**config.mk**
```make
export PLATFORM = sky130hd
export DESIGN_NAME = line_tracking_drive_controller_unit
export DESIGN_NICKNAME = d
export VERILOG_FILES = /design/src/rtl/ltdc_pkg.sv /design/src/rtl/line_tracking_drive_controller_unit.sv
export SDC_FILE = /design/constraint.sdc
export NUM_CORES = 1
export LEC_CHECK = 0
export BUFFER_PORTS_ARGS = -buffer_cell sky130_fd_sc_hd__buf_4
export CAP_MARGIN = 25
export CORE_MARGIN = 2
export CORE_UTILIZATION = 55
export CTS_CLUSTER_DIAMETER = 80
export DETAILED_ROUTE_END_ITERATION = 6
export PLACE_DENSITY_LB_ADDON = 0.25
export SLEW_MARGIN = 20
export SYNTH_ARGS = -nofsm -noshare
export SYNTH_HDL_FRONTEND = slang
export SYNTH_SLANG_ARGS = --single-unit
```
**constraint.sdc**
```tcl
create_clock -name clock -period 8.2 [get_ports clock]
set_input_delay 2.05 -clock clock [delete_from_list [all_inputs] [get_ports clock]]
set_output_delay 2.05 -clock clock [all_outputs]
set_load 0.1 [all_outputs]
```
**src/rtl/ltdc_pkg.sv**
```systemverilog
`timescale 1ns / 1ps
// ----------------------------------------------------------------------------
// ltdc_pkg: line tracking drive controller shared definitions
// Mode and command codes, regulator constants and the steering tables.
// ----------------------------------------------------------------------------
package ltdc_pkg;

   localparam int unsigned SENSOR_WIDTH = 8;
   localparam int unsigned COUNT_WIDTH  = 16;
   localparam int unsigned PWM_WIDTH    = 13;
   localparam int unsigned WHEEL_COUNT  = 4;
   localparam int unsigned TARGET_WIDTH = COUNT_WIDTH + 1;
   localparam int unsigned SUM_WIDTH    = 22;

   localparam logic [PWM_WIDTH-1:0]    PWM_MAX     = 13'd6000;
   localparam logic [TARGET_WIDTH-1:0] FRONT_TRIM  = 17'd3;
   localparam logic [TARGET_WIDTH-1:0] FAST_TARGET = 17'd400;
   localparam logic [TARGET_WIDTH-1:0] SLOW_TARGET = 17'd100;
   localparam logic [15:0]             HOLD_TARGET_RESET = 16'd300;

   localparam logic [SENSOR_WIDTH-1:0] CENTRE_MASK = 8'h18;
   localparam logic [SENSOR_WIDTH-1:0] OUTER_MASK  = 8'h81;
   localparam logic [SENSOR_WIDTH-1:0] INNER_MASK  = 8'h3C;

   typedef enum logic [1:0] {
      MODE_FAST_FOLLOW = 2'd0,
      MODE_SLOW_FOLLOW = 2'd1,
      MODE_SPEED_HOLD  = 2'd2,
      MODE_STEER_ONLY  = 2'd3
   } run_mode_type;

   typedef enum logic [1:0] {
      CMD_NONE       = 2'd0,
      CMD_FORWARD    = 2'd1,
      CMD_STOP_LEFT  = 2'd2,
      CMD_STOP_RIGHT = 2'd3
   } drive_cmd_type;

   typedef enum logic [1:0] {
      CSR_RUN_MODE          = 2'd0,
      CSR_HOLD_TARGET_FRONT = 2'd1,
      CSR_HOLD_TARGET_REAR  = 2'd2
   } csr_index_type;

   localparam logic [2:0] DIR_FORWARD = 3'd1;
   localparam logic [2:0] DIR_BACK    = 3'd2;
   localparam logic [2:0] DIR_ALL     = 3'd5;

   typedef logic [WHEEL_COUNT-1:0][PWM_WIDTH-1:0] pwm_quad_type;

   // Position of the first lit sensor in priority order, centre outward.
   function automatic logic [2:0] prio_index(input logic [SENSOR_WIDTH-1:0] seek);
      logic [2:0] idx;
      idx = 3'd0;
      priority if (seek[3]) idx = 3'd0;
      else if (seek[4]) idx = 3'd1;
      else if (seek[2]) idx = 3'd2;
      else if (seek[5]) idx = 3'd3;
      else if (seek[1]) idx = 3'd4;
      else if (seek[6]) idx = 3'd5;
      else if (seek[0]) idx = 3'd6;
      else idx = 3'd7;
      return idx;
   endfunction

   function automatic pwm_quad_type fast_table(input logic [2:0] idx);
      pwm_quad_type q;
      unique case (idx)
         3'd0: q = {13'd1632, 13'd1560, 13'd2183, 13'd2268};
         3'd1: q = {13'd2767, 13'd2495, 13'd1487, 13'd1577};
         3'd2: q = {13'd1632, 13'd1560, 13'd2553, 13'd2805};
         3'd3: q = {13'd3323, 13'd3205, 13'd1487, 13'd1577};
         3'd4: q = {13'd1267, 13'd1192, 13'd2933, 13'd3258};
         3'd5: q = {13'd3945, 13'd3893, 13'd1124, 13'd1204};
         3'd6: q = {13'd967,  13'd792,  13'd3133, 13'd3458};
         default: q = {13'd4145, 13'd4093, 13'd824, 13'd904};
      endcase
      return q;
   endfunction

   function automatic pwm_quad_type slow_table(input logic [2:0] idx);
      pwm_quad_type q;
      unique case (idx)
         3'd0: q = {13'd2495, 13'd2933, 13'd2933, 13'd3258};
         3'd1: q = {13'd3945, 13'd3893, 13'd2183, 13'd2268};
         3'd2: q = {13'd2195, 13'd2633, 13'd3233, 13'd3568};
         3'd3: q = {13'd4245, 13'd4193, 13'd1883, 13'd1968};
         3'd4: q = {13'd1895, 13'd2333, 13'd3533, 13'd3868};
         3'd5: q = {13'd4545, 13'd4493, 13'd1583, 13'd1668};
         3'd6: q = {13'd1595, 13'd2033, 13'd3833, 13'd4168};
         default: q = {13'd4845, 13'd4793, 13'd1283, 13'd1368};
      endcase
      return q;
   endfunction

   function automatic drive_cmd_type fast_cmd(input logic [2:0] idx);
      drive_cmd_type c;
      unique case (idx)
         3'd0, 3'd1:       c = CMD_FORWARD;
         3'd2, 3'd4, 3'd6: c = CMD_STOP_LEFT;
         default:          c = CMD_STOP_RIGHT;
      endcase
      return c;
   endfunction

   // Even priority positions lie on the low sensor side.
   function automatic drive_cmd_type steer_cmd(input logic [2:0] idx);
      return idx[0] ? CMD_STOP_RIGHT : CMD_STOP_LEFT;
   endfunction

   // One regulator step: acc + 4 * (speed - target), held to 0..PWM_MAX.
   function automatic logic [PWM_WIDTH-1:0] acc_step(
      input logic [PWM_WIDTH-1:0]    acc,
      input logic [COUNT_WIDTH-1:0]  speed,
      input logic [TARGET_WIDTH-1:0] target
   );
      logic signed [SUM_WIDTH-1:0] err;
      logic signed [SUM_WIDTH-1:0] sum;
      logic [PWM_WIDTH-1:0]        res;
      err = $signed(SUM_WIDTH'(speed)) - $signed(SUM_WIDTH'(target));
      sum = $signed(SUM_WIDTH'(acc)) + (err <<< 2);
      if (sum < 0) begin
         res = '0;
      end else if (sum > $signed(SUM_WIDTH'(PWM_MAX))) begin
         res = PWM_MAX;
      end else begin
         res = sum[PWM_WIDTH-1:0];
      end
      return res;
   endfunction

endpackage

```
**src/rtl/line_tracking_drive_controller_unit.sv**
```systemverilog
`timescale 1ns / 1ps
// ----------------------------------------------------------------------------
// line_tracking_drive_controller_unit: line following wheel drive controller
// Turns a line sensor byte and four encoder counts into four compare values,
// a drive command and line flags, once per control tick.
// ----------------------------------------------------------------------------
// Usage:
//   The req channel carries one tick: sensor byte, four encoder counts and
//   the direction mode. The rsp channel returns one beat per tick with the
//   four compare values, the write flag, the drive command and the centred
//   and crossing flags. A beat is taken when valid is high and stall is low.
//   An accepted req beat passes the input register and then the result
//   register before rsp valid. While rsp_stall is low a req beat is taken
//   every cycle and one tick per cycle is sustained; the input register and
//   the result register are the two stages, regulator update between them.
//   When rsp_stall is high the result register holds, the input register
//   fills, and req_stall rises only when both are occupied.
//   The csr port writes run_mode, hold_target_front and hold_target_rear;
//   write it only while no tick is in flight.
//   Synchronous reset empties both stages, clears the wheel accumulators and
//   loads the register reset values (fast follow, targets of 300).
// ----------------------------------------------------------------------------
module line_tracking_drive_controller_unit
   import ltdc_pkg::*;
(
   input  logic                   clock,
   input  logic                   reset,
   input  logic                   req_valid,
   output logic                   req_stall,
   input  logic [SENSOR_WIDTH-1:0] req_line_sensors,
   input  logic [COUNT_WIDTH-1:0] req_enc_count_one,
   input  logic [COUNT_WIDTH-1:0] req_enc_count_two,
   input  logic [COUNT_WIDTH-1:0] req_enc_count_three,
   input  logic [COUNT_WIDTH-1:0] req_enc_count_four,
   input  logic [2:0]             req_dir_mode,
   output logic                   rsp_valid,
   input  logic                   rsp_stall,
   output logic [PWM_WIDTH-1:0]   rsp_pwm_one,
   output logic [PWM_WIDTH-1:0]   rsp_pwm_two,
   output logic [PWM_WIDTH-1:0]   rsp_pwm_three,
   output logic [PWM_WIDTH-1:0]   rsp_pwm_four,
   output logic                   rsp_pwm_write,
   output logic [1:0]             rsp_drive_cmd,
   output logic                   rsp_centred,
   output logic                   rsp_crossing,
   input  logic                   csr_write_enable,
   input  logic [1:0]             csr_index,
   input  logic [15:0]            csr_write_data
);

   // Configuration registers
   run_mode_type     run_mode_ff;
   logic [15:0]      hold_front_ff;
   logic [15:0]      hold_rear_ff;

   // Input stage
   logic                                  s1_valid_ff;
   logic [SENSOR_WIDTH-1:0]               s1_sensors_ff;
   logic [WHEEL_COUNT-1:0][COUNT_WIDTH-1:0] s1_enc_ff;
   logic [2:0]                            s1_dir_ff;

   // Wheel accumulators
   pwm_quad_type acc_ff;
   pwm_quad_type acc_in;

   // Result stage
   logic          rsp_valid_ff;
   pwm_quad_type  rsp_pwm_ff;
   pwm_quad_type  rsp_pwm_in;
   logic          rsp_write_ff;
   logic          rsp_write_in;
   drive_cmd_type rsp_cmd_ff;
   drive_cmd_type rsp_cmd_in;
   logic          rsp_centred_ff;
   logic          rsp_centred_in;
   logic          rsp_crossing_ff;
   logic          rsp_crossing_in;

   logic advance;
   logic req_take;

   logic [SENSOR_WIDTH-1:0]                 seek;
   logic                                    hit_found;
   logic [2:0]                              hit_idx;
   logic                                    rev_front;
   logic                                    rev_rear;
   logic [WHEEL_COUNT-1:0][COUNT_WIDTH-1:0] speed;
   logic [TARGET_WIDTH-1:0]                 tgt_front;
   logic [TARGET_WIDTH-1:0]                 tgt_rear;
   pwm_quad_type                            reg_pwm;
   logic                                    run_reg;

   assign advance   = s1_valid_ff && (!rsp_valid_ff || !rsp_stall);
   assign req_stall = s1_valid_ff && !advance;
   assign req_take  = req_valid && !req_stall;

   // Configuration writes
   always_ff @(posedge clock) begin
      if (reset) begin
         run_mode_ff   <= MODE_FAST_FOLLOW;
         hold_front_ff <= HOLD_TARGET_RESET;
         hold_rear_ff  <= HOLD_TARGET_RESET;
      end else if (csr_write_enable) begin
         unique case (csr_index)
            CSR_RUN_MODE:          run_mode_ff   <= run_mode_type'(csr_write_data[1:0]);
            CSR_HOLD_TARGET_FRONT: hold_front_ff <= csr_write_data;
            CSR_HOLD_TARGET_REAR:  hold_rear_ff  <= csr_write_data;
            default: ;
         endcase
      end
   end

   // Input register
   always_ff @(posedge clock) begin
      if (reset) begin
         s1_valid_ff <= 1'b0;
      end else if (req_take) begin
         s1_valid_ff <= 1'b1;
      end else if (advance) begin
         s1_valid_ff <= 1'b0;
      end
   end

   always_ff @(posedge clock) begin
      if (req_take) begin
         s1_sensors_ff <= req_line_sensors;
         s1_enc_ff     <= {req_enc_count_four, req_enc_count_three,
                           req_enc_count_two, req_enc_count_one};
         s1_dir_ff     <= req_dir_mode;
      end
   end

   // Tick evaluation
   always_comb begin
      seek      = ~s1_sensors_ff;
      hit_found = |seek;
      hit_idx   = prio_index(seek);
      rev_front = (s1_dir_ff == DIR_BACK) || (s1_dir_ff == DIR_ALL);
      rev_rear  = (s1_dir_ff == DIR_FORWARD) || (s1_dir_ff == DIR_ALL);
      for (int k = 0; k < WHEEL_COUNT; k++) begin
         if ((k < 2) ? rev_front : rev_rear) begin
            speed[k] = COUNT_WIDTH'(0) - s1_enc_ff[k];
         end else begin
            speed[k] = s1_enc_ff[k];
         end
      end

      unique case (run_mode_ff)
         MODE_SPEED_HOLD: begin
            tgt_front = TARGET_WIDTH'(hold_front_ff) + FRONT_TRIM;
            tgt_rear  = TARGET_WIDTH'(hold_rear_ff);
         end
         MODE_SLOW_FOLLOW: begin
            tgt_front = SLOW_TARGET + FRONT_TRIM;
            tgt_rear  = SLOW_TARGET;
         end
         default: begin
            tgt_front = FAST_TARGET + FRONT_TRIM;
            tgt_rear  = FAST_TARGET;
         end
      endcase

      for (int k = 0; k < WHEEL_COUNT; k++) begin
         reg_pwm[k] = acc_step(acc_ff[k], speed[k], (k < 2) ? tgt_front : tgt_rear);
      end

      rsp_centred_in  = (seek & CENTRE_MASK) == CENTRE_MASK;
      rsp_crossing_in = ((seek & OUTER_MASK) != '0) && ((seek & INNER_MASK) != '0);

      run_reg      = 1'b0;
      rsp_write_in = 1'b0;
      rsp_cmd_in   = CMD_NONE;
      rsp_pwm_in   = '0;
      unique case (run_mode_ff)
         MODE_SPEED_HOLD: begin
            run_reg      = 1'b1;
            rsp_write_in = 1'b1;
            rsp_cmd_in   = CMD_FORWARD;
            rsp_pwm_in   = reg_pwm;
         end
         MODE_FAST_FOLLOW: begin
            priority if (rsp_centred_in) begin
               run_reg      = 1'b1;
               rsp_write_in = 1'b1;
               rsp_cmd_in   = CMD_FORWARD;
               rsp_pwm_in   = reg_pwm;
            end else if (hit_found) begin
               rsp_write_in = 1'b1;
               rsp_cmd_in   = fast_cmd(hit_idx);
               rsp_pwm_in   = fast_table(hit_idx);
            end else begin
               rsp_write_in = 1'b0;
            end
         end
         MODE_SLOW_FOLLOW: begin
            priority if (rsp_centred_in) begin
               run_reg      = 1'b1;
               rsp_write_in = 1'b1;
               rsp_pwm_in   = reg_pwm;
            end else if (hit_found) begin
               rsp_write_in = 1'b1;
               rsp_pwm_in   = slow_table(hit_idx);
            end else begin
               rsp_write_in = 1'b0;
            end
         end
         default: begin
            if (hit_found) begin
               rsp_cmd_in = steer_cmd(hit_idx);
            end
         end
      endcase

      acc_in = (advance && run_reg) ? reg_pwm : acc_ff;
   end

   always_ff @(posedge clock) begin
      if (reset) begin
         acc_ff <= '0;
      end else begin
         acc_ff <= acc_in;
      end
   end

   // Result register
   always_ff @(posedge clock) begin
      if (reset) begin
         rsp_valid_ff <= 1'b0;
      end else if (advance) begin
         rsp_valid_ff <= 1'b1;
      end else if (!rsp_stall) begin
         rsp_valid_ff <= 1'b0;
      end
   end

   always_ff @(posedge clock) begin
      if (advance) begin
         rsp_pwm_ff      <= rsp_pwm_in;
         rsp_write_ff    <= rsp_write_in;
         rsp_cmd_ff      <= rsp_cmd_in;
         rsp_centred_ff  <= rsp_centred_in;
         rsp_crossing_ff <= rsp_crossing_in;
      end
   end

   assign rsp_valid     = rsp_valid_ff;
   assign rsp_pwm_one   = rsp_pwm_ff[0];
   assign rsp_pwm_two   = rsp_pwm_ff[1];
   assign rsp_pwm_three = rsp_pwm_ff[2];
   assign rsp_pwm_four  = rsp_pwm_ff[3];
   assign rsp_pwm_write = rsp_write_ff;
   assign rsp_drive_cmd = rsp_cmd_ff;
   assign rsp_centred   = rsp_centred_ff;
   assign rsp_crossing  = rsp_crossing_ff;

`ifndef SYNTHESIS
   // The accumulators never leave the compare range.
   a_acc_range: assert property (@(posedge clock) disable iff (reset)
      (acc_ff[0] <= PWM_MAX) && (acc_ff[1] <= PWM_MAX) &&
      (acc_ff[2] <= PWM_MAX) && (acc_ff[3] <= PWM_MAX))
      else $error("wheel accumulator above compare range");

   // Compare values that are not new go out as zero.
   a_pwm_zero: assert property (@(posedge clock) disable iff (reset)
      (rsp_valid_ff && !rsp_write_ff) |-> (rsp_pwm_ff == '0))
      else $error("stale compare values on a beat without write");

   // The input side only stalls when both stages hold a tick.
   a_stall_full: assert property (@(posedge clock) disable iff (reset)
      req_stall |-> (s1_valid_ff && rsp_valid_ff && rsp_stall))
      else $error("input stalled with room in the pipeline");

   // Accumulators change only when a tick moves to the result register.
   a_acc_hold: assert property (@(posedge clock) disable iff (reset)
      !advance |=> $stable(acc_ff))
      else $error("accumulator changed without a tick");
`endif

endmodule
```
==> results of run 1 <==
[power by group through the flow]
stage | registers [µW] | clock network [µW] | logic, µW
after global routing | 1290 | 1110 | 1540
final | 1280 | 1060 | 1420
after CTS | 1280 | 1070 | 1390
after floorplan | 1450 | 0 | 875
after global placement | 1310 | 0 | 1370
after detailed placement | 1310 | 0 | 1380
[per-layer routing]
layer / part of all wire (%) / GRT usage, %
met5: 0 / 0
met4: 3.5 / 9.959
met3: 8.1 / 4.432
met2: 43 / 49.32
met1: 46 / 46.61
[cell type report]
type,instances,area (µm²)
well taps,390,488.0
fillers,2515,10790
inverters,66,247.7
clock inverters,16,145.1
multi-input cells,1650,10550
repair buffers,176,1321
flip-flops and latches,220,5725
clock buffers,28,615.6
[critical path: stages, from the launching register on]
cell and delay, ns:
dfxtp_1 0.42, inv_1 0.12, ha_1 0.22, inv_1 0.68, nand2_1 0.30, o21ai_0 0.24
ha_1 0.34, and2_1 0.17, a221oi_1 0.34, nand2_1 0.14, a21o_1 0.20, a21oi_1 0.17
xnor2_1 0.15, ha_1 0.29, a21oi_1 0.21, a21bo_2 0.26, a21oi_1 0.16, a31oi_1 0.09
a31o_2 0.30, or2_1 0.20, a211o_1 0.29, a211oi_1 0.28, nand3_1 0.62, o21ai_0 0.46
a221oi_1 0.15
[per-stage QoR]
step                hold WS (ns)  util (%)  setup slack, ns
floorplan                 0.4315         -           0.4498
global placement          0.4406     61.35            1.506
detailed placement        0.4491     61.35            1.243
CTS                       0.4581     63.89            1.239
global route              0.4781     63.89           0.6038
finish                    0.4562     63.89            1.164
[cells in the mapped netlist (all sizes together) (11+ instances only)]
library cell	number	share of area (%)
a211oi	26	1.2
a21o	43	1.9
a21oi	187	5.6
a31o	14	0.73
a31oi	21	0.82
and2	21	0.78
and3	11	0.41
buf	12	0.35
clkbuf	63	1.4
dfxtp	88	10
edfxtp	132	24
ha	123	9.2
inv	66	1.5
nand2	262	5.9
nand2b	26	0.97
nand3	39	1.2
nand3b	14	0.63
nand4	15	0.56
nor2	197	4.4
nor2b	27	1.0
nor3	39	1.2
o211ai	13	0.61
o21a	28	1.3
o21ai	185	5.5
o31ai	20	0.89
or2	15	0.56
or3	18	0.67
xnor2	82	4.3
xor2	58	3.0
[sequential cells by signal, indices dropped and copies added, names as in the netlist]
signal,cells
hold_rear_ff,16
rsp_drive_cmd,2
s1_enc_ff,64
s1_sensors_ff,8
rsp_pwm_two,13
rsp_pwm_one,13
rsp_valid,1
acc_ff,52
rsp_pwm_four,13
s1_dir_ff,3
rsp_pwm_three,13
rsp_crossing,1
rsp_centred,1
run_mode_ff,2
s1_valid_ff,1
hold_front_ff,16
rsp_pwm_write,1
[kinds of logic after synthesis]
kind of cell    after synthesis  synth area share, %
mux                           8               0.4918
fa+ha+maj                   133                10.36
xor+xnor                    140                7.302
simple gates                722                19.98
buf+inv                     141                3.234
flops                       220                34.10
compound gates              647                24.54
[worst max path at each step]
stage	from	to	slack [ns]	cells after the start
6_report	run_mode_ff[0]	rsp_pwm_one[4]	1.16	24
5_1_grt	run_mode_ff[0]	rsp_pwm_one[4]	0.60	23
4_1_cts	run_mode_ff[0]	rsp_pwm_one[4]	1.24	24
3_5_place_dp	run_mode_ff[0]	rsp_pwm_one[4]	1.24	24
3_3_place_gp	run_mode_ff[0]	rsp_pwm_one[3]	1.51	24
2_1_floorplan	rsp_stall	acc_ff[38]	0.45	5
==> impl_metrics.env, run 1 <==
export IMPL_status="finished clean"
export IMPL_drtAntennaViolNets=0
export IMPL_avgViaCountPerCell=6.262
export IMPL_overflow=0
export IMPL_syn_area_per_cell_um2=8.350
export IMPL_drc=0
export IMPL_r2r_start="run_mode_ff[0]"
export IMPL_yosysUniqueCellTypes=86
export IMPL_path_class="reg2reg"
export IMPL_clock_root_buffer="clkbuf_16"
export IMPL_dieWidth_um=178.7
export IMPL_slew_viol_final=0
export IMPL_num_vias=15940
export IMPL_cts_tree="done"
export IMPL_finish_instance_area_mm2=0.01909
export IMPL_layout_cells_non_filler=2546
export IMPL_p_leak_uw=0.007751
export IMPL_synth_ff_type="edfxtp_1"
export IMPL_mostFrequentLayoutCell="nand2_1"
export IMPL_path_max_fanout=25
export IMPL_syn_inst=2011
export IMPL_tns_ns=0
export IMPL_hold_class="reg2reg"
export IMPL_combPwrFrac_pct=37.8
export IMPL_seqPwrFrac_pct=34.1
export IMPL_netlist_area_mm2=0.01679
export IMPL_required_ns=8.47
export IMPL_grt_pass1_vias=14510
export IMPL_fin_nets=2369
export IMPL_p_switching_uw=1436
export IMPL_max_slew_margin_rel_pct=33.60
export IMPL_drt_wirelength_per_cell_um=20.38
export IMPL_core_area_mm2=0.02987
export IMPL_worst_r2r_path_depth=24
export IMPL_hpwl_um=39800
export IMPL_wl_um=51900
export IMPL_seq_area_frac_synth_pct=34.10
export IMPL_fp_row_count=63
export IMPL_worst_pin_slew_ns=0.9960
export IMPL_synth_seq_cells=220
export IMPL_grt_pass1_wl_um=79540
export IMPL_period_share_pct=85.80
export IMPL_drt_initial_drc_count=1836
export IMPL_total_power_uw=3764
export IMPL_setup_violations=0
export IMPL_placed_cell_area_mm2=0.01833
export IMPL_cts_resized=0
export IMPL_r2r_end="rsp_pwm_one[4]"
export IMPL_cts_num_sinks=220
export IMPL_antenna_found_initial=0
export IMPL_yosysWarnings=0
export IMPL_synth_nets=2242
export IMPL_cp_end_kind="flip-flop"
export IMPL_pin_count=157
export IMPL_worstSetupStartpointType="flip-flop"
export IMPL_gp_congestion=1.006
export IMPL_synth_edff_count=132
export IMPL_dr_pass1_iters=5
export IMPL_worstHoldPathCells=2
export IMPL_r2r_setup_slack_ns=1.16
export IMPL_initial_utilization_pct=56.21
export IMPL_diodes=0
export IMPL_place_inst=2502
export IMPL_period_minus_slack_ns=7.036
export IMPL_post_cts_repair_setup_buffers=0
export IMPL_insertion_delay_ns=0.55
export IMPL_cts_path_max_buffers=3
export IMPL_swShare_pct=38.14
export IMPL_fp_dieH_um=178.7
export IMPL_grt_max_degree=76
export IMPL_worst_ep_arrival_time_ns=7.31
export IMPL_area_growth_syn_to_layout_pct=13.67
export IMPL_final_hold_viol_count=0
export IMPL_cts_clk_slew_worst_paths_ns=0.07
export IMPL_p_int_uw=2328
export IMPL_grt_util_all_layers_pct=32.04
export IMPL_ir_drop_mv=0.1718
export IMPL_async_flop_share_pct=0
export IMPL_fmax_mhz=142.1
export IMPL_port_buffers=156
export IMPL_cellPowerDensity_mw_per_mm2=197.2
export IMPL_cts_buffers=24
export IMPL_htreeDepth=1
export IMPL_skew_ns=0.04303
export IMPL_maxCapViolCount=0
export IMPL_dieArea_mm2=0.03194
export IMPL_hold_start="hold_rear_ff[15]"
export IMPL_final_cell_mix="nand2_1 (262), nor2_1 (195), a21oi_1 (186), buf_4 (176), o21ai_0 (167)"
export IMPL_min_to="hold_rear_ff[15]"
export IMPL_drive_above_1_share_pct=11.97
export IMPL_p_clk_share_pct=28.1
export IMPL_rsz0062_at_grt="no"
export IMPL_postCtsHoldBufs=0
(Power assumes the default switching activity.)
==> run 2: changes to the inputs <==
Settings changed: ABC_AREA set to 1, CORE_UTILIZATION 55 to 56.
==> run 2 against run 1 <==
Effect of this change: the run now ends with DRC left; combinational power is 28% higher; synthesized cell count rose by 22%; critical path type unchanged; via count up 8.4%; core utilization up 0.91 points; total power grew 14%; sequential share of layout area down 1.1 points; worst hold slack better by 0.0038 ns; maximum frequency rose by 22%; final cell count grew 18%; clock power rose by 11%; global-route usage decreased by 0.87 points.
==> impl_metrics.env, run 2 <==
export IMPL_syn_inst=2455
export IMPL_slew_viol_final=0
export IMPL_yosysWarnings=0
export IMPL_postCtsHoldBufs=0
export IMPL_initial_utilization_pct=56.96
export IMPL_synth_most_common_cell="nand2_1"
export IMPL_pin_count=157
export IMPL_place_ws_ns=2.271
export IMPL_hold_class="reg2reg"
export IMPL_clock_root_buffer="clkbuf_16"
export IMPL_syn_area_per_cell_um2=7.097
export IMPL_synth_commonest_cells="nand2_1 (606), inv_1 (282), a21oi_1 (235)"
export IMPL_grt_util_all_layers_pct=31.17
export IMPL_drtAntennaViolNets=0
export IMPL_whs_ns=0.4600
export IMPL_cp_end_kind="flip-flop"
export IMPL_fp_dieH_um=180.4
export IMPL_yosysUniqueCellTypes=56
export IMPL_largest_registers="s1_enc_ff (64), acc_ff (52)"
export IMPL_num_vias=17280
export IMPL_final_hold_viol_count=0
export IMPL_largest_register_ff_count=64
export IMPL_path_max_fanout=23
export IMPL_cts_num_sinks=220
export IMPL_place_inst=2958
export IMPL_drt_wirelength_per_cell_um=17.11
export IMPL_synth_ff_type="edfxtp_1"
export IMPL_dr_pass1_iters=7
export IMPL_avgViaCountPerCell=5.741
export IMPL_cellPowerDensity_mw_per_mm2=216.6
export IMPL_cts_tree="done"
export IMPL_antenna_found_initial=2
export IMPL_fill_cells=2716
export IMPL_status="finished, violations left"
export IMPL_port_buffers=156
export IMPL_overflow=0
export IMPL_rsz0062_at_grt="no"
export IMPL_layout_cells_non_filler=3009
export IMPL_drc=4
export IMPL_cts_clk_slew_worst_paths_ns=0.06
export IMPL_wl_um=51490
export IMPL_fp_row_count=64
export IMPL_tns_ns=0
export IMPL_area_growth_syn_to_layout_pct=13.77
export IMPL_netlist_area_mm2=0.01742
export IMPL_cts_buffers=26
export IMPL_top_register="s1_enc_ff"
export IMPL_ir_drop_mv=0.1733
export IMPL_crit_top_cell="nand3_1"
export IMPL_worst_ep_arrival_time_ns=6.07
export IMPL_max_slew_margin_rel_pct=35.24
export IMPL_drive_above_1_share_pct=10.69
export IMPL_maxCapViolCount=0
export IMPL_insertion_delay_ns=0.54
export IMPL_required_ns=8.48
export IMPL_yosysTopAreaCellShare_pct=22.75
export IMPL_hpwl_um=40770
export IMPL_seq_area_frac_synth_pct=32.86
export IMPL_grt_pass1_wl_um=82880
export IMPL_post_cts_repair_setup_buffers=0
export IMPL_p_leak_uw=0.009263
export IMPL_htreeDepth=1
export IMPL_synth_top_area_cell="edfxtp_1"
export IMPL_period_minus_slack_ns=5.789
export IMPL_period_share_pct=70.60
export IMPL_drt_initial_drc_count=1899
export IMPL_skew_ns=0.01275
export IMPL_critical_path_max_stage_delay_ns=0.41
export IMPL_fmax_mhz=172.7
export IMPL_worst_pin_slew_ns=0.9715
export IMPL_mostFrequentLayoutCell="nand2_1"
export IMPL_grt_pass1_vias=15990
export IMPL_core_area_mm2=0.03059
export IMPL_gp_congestion=1.015
export IMPL_path_class="reg2reg"
export IMPL_dieArea_mm2=0.03254
export IMPL_synth_nets=2686
export IMPL_synth_area_leaders="edfxtp_1 (23%), nand2_1 (13%), dfxtp_1 (10%)"
export IMPL_async_flop_share_pct=0
export IMPL_cpMaxStageDelayCell="o21ai_0"
export IMPL_worstSetupStartpointType="flip-flop"
export IMPL_synth_edff_count=132
export IMPL_fin_ws_ns=2.411
export IMPL_failed_checks="DRC"
export IMPL_dieWidth_um=180.4
export IMPL_fin_nets=2822
export IMPL_final_cell_mix="nand2_1 (606), inv_1 (281), a21oi_1 (234), o21ai_0 (201), nor2_1 (171)"
export IMPL_grt_max_degree=76
export IMPL_cts_path_max_buffers=3
export IMPL_synth_seq_cells=220
export IMPL_setup_violations=0
export IMPL_cts_resized=0
[run 2: changes by cell type after synthesis, sizes merged, moves of 26 or more]
cell / before / now
o21ai: 185 / 244
nand2b: 26 / 0
nor2b: 27 / 0
nand3: 39 / 157
a21oi: 187 / 239
a21o: 43 / 3
xnor2: 82 / 44
nand2: 262 / 620
inv: 66 / 296
[run 2: critical path: cells and delay by family (launching register included)]
| kind | cells | cell delay (ns) |
|---|---|---|
| buffers and inverters | 6 | 1.17 |
| XOR/XNOR | 2 | 0.28 |
| flip-flops | 1 | 0.38 |
| AND/OR/NAND/NOR | 12 | 1.78 |
| adder cells (fa/ha/maj) | 2 | 0.68 |
| AO/OA/AOI/OAI | 6 | 1.23 |
[run 2: final timing paths]
path | startpoint | to | slack [ns] | cells after the start
min | hold_rear_ff[0] | hold_rear_ff[0] | 0.46 | 2
max | s1_dir_ff[1] | rsp_pwm_one[10] | 2.41 | 28
min reg2reg | hold_rear_ff[0] | hold_rear_ff[0] | 0.46 | 2
max reg2reg | s1_dir_ff[1] | rsp_pwm_one[10] | 2.41 | 28
[run 2: cells by family (layout without fill, tap and decap cells)]
family | after synthesis | count (layout) | synth area share [%]
AO/OA/AOI/OAI | 548 | 548 | 16.97
other | 0 | 2 | 0
AND/OR/NAND/NOR | 1082 | 1082 | 26.61
flip-flops | 220 | 220 | 32.86
adder cells (fa/ha/maj) | 133 | 133 | 9.982
buffers and inverters | 360 | 516 | 7.943
XOR/XNOR | 112 | 112 | 5.630
[run 2: area by class of cell]
cell class | instances | area (µm²) | area share [%]
Clock inverter | 16 | 186.4 | 0.9405
Antenna cell | 2 | 5.005 | 0.02525
Tap cell | 396 | 495.5 | 2.500
Timing Repair Buffer | 169 | 1269 | 6.400
Sequential cell | 220 | 5725 | 28.88
Clock buffer | 32 | 694.4 | 3.503
Multi-Input combinational cell | 1875 | 10320 | 52.09
Inverter | 299 | 1122 | 5.662
[run 2: stage by stage]
stage          util (%)  power (µW)  area (µm²)
6_report          64.80        4293       19820
5_1_grt           64.80        4572       19820
4_1_cts           64.76        4269       19810
3_5_place_dp      61.88        3095       18930
3_3_place_gp      61.88        3069       18930
2_1_floorplan         -        2656       17420
[run 2: per-layer routing]
| metal | global-route usage, % | routed length (µm) |
|---|---|---|
| met1 | 45.68 | 23800 |
| met2 | 47.80 | 21870 |
| met3 | 4.547 | 4226 |
| met5 | 0 | 0 |
| met4 | 9.097 | 1592 |
[run 2: where the power goes]
| group | switching, µW | internal [µW] |
|---|---|---|
| Sequential | 40.8 | 1260 |
| Combinational | 1250 | 568 |
| Clock | 474 | 703 |
| Total | 1760 | 2530 |
==> run 3: changes to the inputs <==
Settings changed: CORE_UTILIZATION 56 to 60.
Clock period 8.2 ns to 5.6 ns, I/O delays scaled along.
==> run 3 against run 2 <==
Effect of this change: combinational power increased by 48%; final cell count is 0.17% lower; largest power group unchanged; clock power rose by 33%; global-route usage is 1.8 points higher; total power rose by 44%; maximum frequency rose by 9.7%; the flow now finishes without violations; sequential power rose by 47%; highest routed layer unchanged; worst hold slack improved by 0.0021 ns.
==> impl_metrics.env, run 3 (synthesis gave the netlist of run 2 again) <==
export IMPL_p_switching_uw=2547
export IMPL_max_slew_margin_rel_pct=36.70
export IMPL_fmax_mhz=189.5
export IMPL_drt_wirelength_per_cell_um=17.17
export IMPL_hpwl_um=40640
export IMPL_cts_buffers=24
export IMPL_critical_path_max_stage_delay_ns=0.43
export IMPL_skew_ns=0.009867
export IMPL_slew_viol_final=0
export IMPL_grt_pass1_wl_um=81230
export IMPL_mostFrequentLayoutCell="nand2_1"
export IMPL_worstSetupStartpointType="flip-flop"
export IMPL_cp_end_kind="flip-flop"
export IMPL_worst_ep_arrival_time_ns=5.63
export IMPL_period_minus_slack_ns=5.278
export IMPL_cellPowerDensity_mw_per_mm2=310.8
export IMPL_htreeDepth=1
export IMPL_swShare_pct=41.30
export IMPL_top_register="s1_enc_ff"
export IMPL_largest_register_ff_count=64
export IMPL_dieWidth_um=174.4
export IMPL_dieArea_mm2=0.03042
export IMPL_insertion_delay_ns=0.52
export IMPL_cts_clk_slew_worst_paths_ns=0.06
export IMPL_port_buffers=156
export IMPL_postCtsHoldBufs=0
export IMPL_combPwrFrac_pct=43.6
export IMPL_core_area_mm2=0.02863
export IMPL_cts_num_sinks=220
export IMPL_wl_met3_um=4644
export IMPL_clock_root_buffer="clkbuf_16"
export IMPL_gp_congestion=1.028
export IMPL_fp_dieH_um=174.4
export IMPL_drc=0
export IMPL_dr_pass1_iters=7
export IMPL_initial_utilization_pct=60.87
export IMPL_worst_r2r_path_depth=26
export IMPL_min_to="acc_ff[27]"
export IMPL_grt_util_all_layers_pct=33.01
export IMPL_period_share_pct=94.24
export IMPL_grt_max_degree=67
export IMPL_setup_violations=0
export IMPL_fp_row_count=62
export IMPL_wl_um=51570
export IMPL_maxCapViolCount=0
export IMPL_final_cell_mix="nand2_1 (605), inv_1 (280), a21oi_1 (232), o21ai_0 (196), buf_4 (179)"
export IMPL_required_ns=5.95
export IMPL_seqPwrFrac_pct=30.9
export IMPL_drive_above_1_share_pct=11.15
export IMPL_tns_ns=0
export IMPL_cpMaxStageDelayCell="dfxtp_1"
export IMPL_whs_ns=0.4620
export IMPL_hold_class="reg2reg"
export IMPL_hold_start="acc_ff[27]"
export IMPL_worst_pin_slew_ns=0.9460
export IMPL_num_vias=17580
export IMPL_critPathBufInv=2
export IMPL_route_met2_wl_um=22450
export IMPL_final_hold_viol_count=0
export IMPL_r2r_end="rsp_pwm_three[3]"
export IMPL_p_leak_uw=0.009294
export IMPL_total_power_uw=6166
export IMPL_avgViaCountPerCell=5.853
export IMPL_worstHoldPathCells=2
export IMPL_ir_drop_mv=0.2843
export IMPL_r2r_start="run_mode_ff[1]"
export IMPL_critPathTopFamily="simple AND/OR/NAND/NOR gates"
export IMPL_drtAntennaViolNets=0
export IMPL_path_max_fanout=13
export IMPL_pin_count=157
export IMPL_cts_tree="done"
export IMPL_grt_pass1_vias=15750
export IMPL_drt_initial_drc_count=2091
export IMPL_place_ws_ns=0.2737
export IMPL_path_class="reg2reg"
export IMPL_p_int_uw=3619
export IMPL_met1_length_um=23000
export IMPL_area_growth_syn_to_layout_pct=13.88
export IMPL_highest_layer="met4"
export IMPL_overflow=0
export IMPL_largest_registers="s1_enc_ff (64), acc_ff (52)"
export IMPL_cts_path_max_buffers=3
export IMPL_status="finished clean"
export IMPL_antenna_found_initial=0
export IMPL_p_clk_share_pct=25.5
export IMPL_fin_nets=2832
export IMPL_fin_util_pct=69.32
export IMPL_r2r_setup_slack_ns=0.32
export IMPL_fin_ws_ns=0.3225
## run 3: routing by layer
layer  vias to the layer above  track usage [%]
met5                         -                0
met4                         0            9.629
met3                        83            3.390
met2                       886            51.49
met1                      8045            48.54
li1                       8569                -
## run 3: cell type report
type / instances / area [µm²]
tap: 384 / 480.5
sequential: 220 / 5725
clock buffer: 35 / 704.4
antenna: 1 / 2.502
timing repair buffer: 181 / 1360
clock inverter: 9 / 82.58
multi-input combinational: 1875 / 10360
fill: 2335 / 8783
inverter: 299 / 1122
## run 3: worst max path at each step
stage	start	endpoint	slack (ns)	depth (start not counted)
2_1_floorplan	rsp_stall	acc_ff[24]	0.09	7
5_1_grt	run_mode_ff[1]	rsp_pwm_four[5]	-0.10	27
3_3_place_gp	run_mode_ff[1]	rsp_pwm_three[3]	0.49	25
4_1_cts	hold_front_ff[0]	rsp_pwm_two[11]	0.24	36
6_report	run_mode_ff[1]	rsp_pwm_three[3]	0.32	26
3_5_place_dp	hold_front_ff[0]	rsp_pwm_two[11]	0.27	36
## run 3: worst min-delay path: stages (launching register included)
cell	delay (ns)
dfxtp_1	0.31
inv_1	0.06
nor3_1	0.05
## run 3: repair_timing
action                     in CTS  in global routing
setup buffers                   0                  6
resized for setup               0                 17
setup endpoints to repair       0                 75
## run 3: stage by stage
stage | cells | instance area (µm²)
after floorplan | 2455 | 17420
after global placement | 2952 | 18960
after detailed placement | 2953 | 18960
after CTS | 2997 | 19750
after global routing | 3003 | 19840
final | 3004 | 19840
## run 3: power by group through the flow
stage	Combinational, µW	Clock, µW	Sequential, µW
floorplan	1720	0	2170
global placement	2540	0	1940
detailed placement	2580	0	1940
CTS	2600	1590	1900
global route	2960	1650	1910
finish	2690	1570	1910
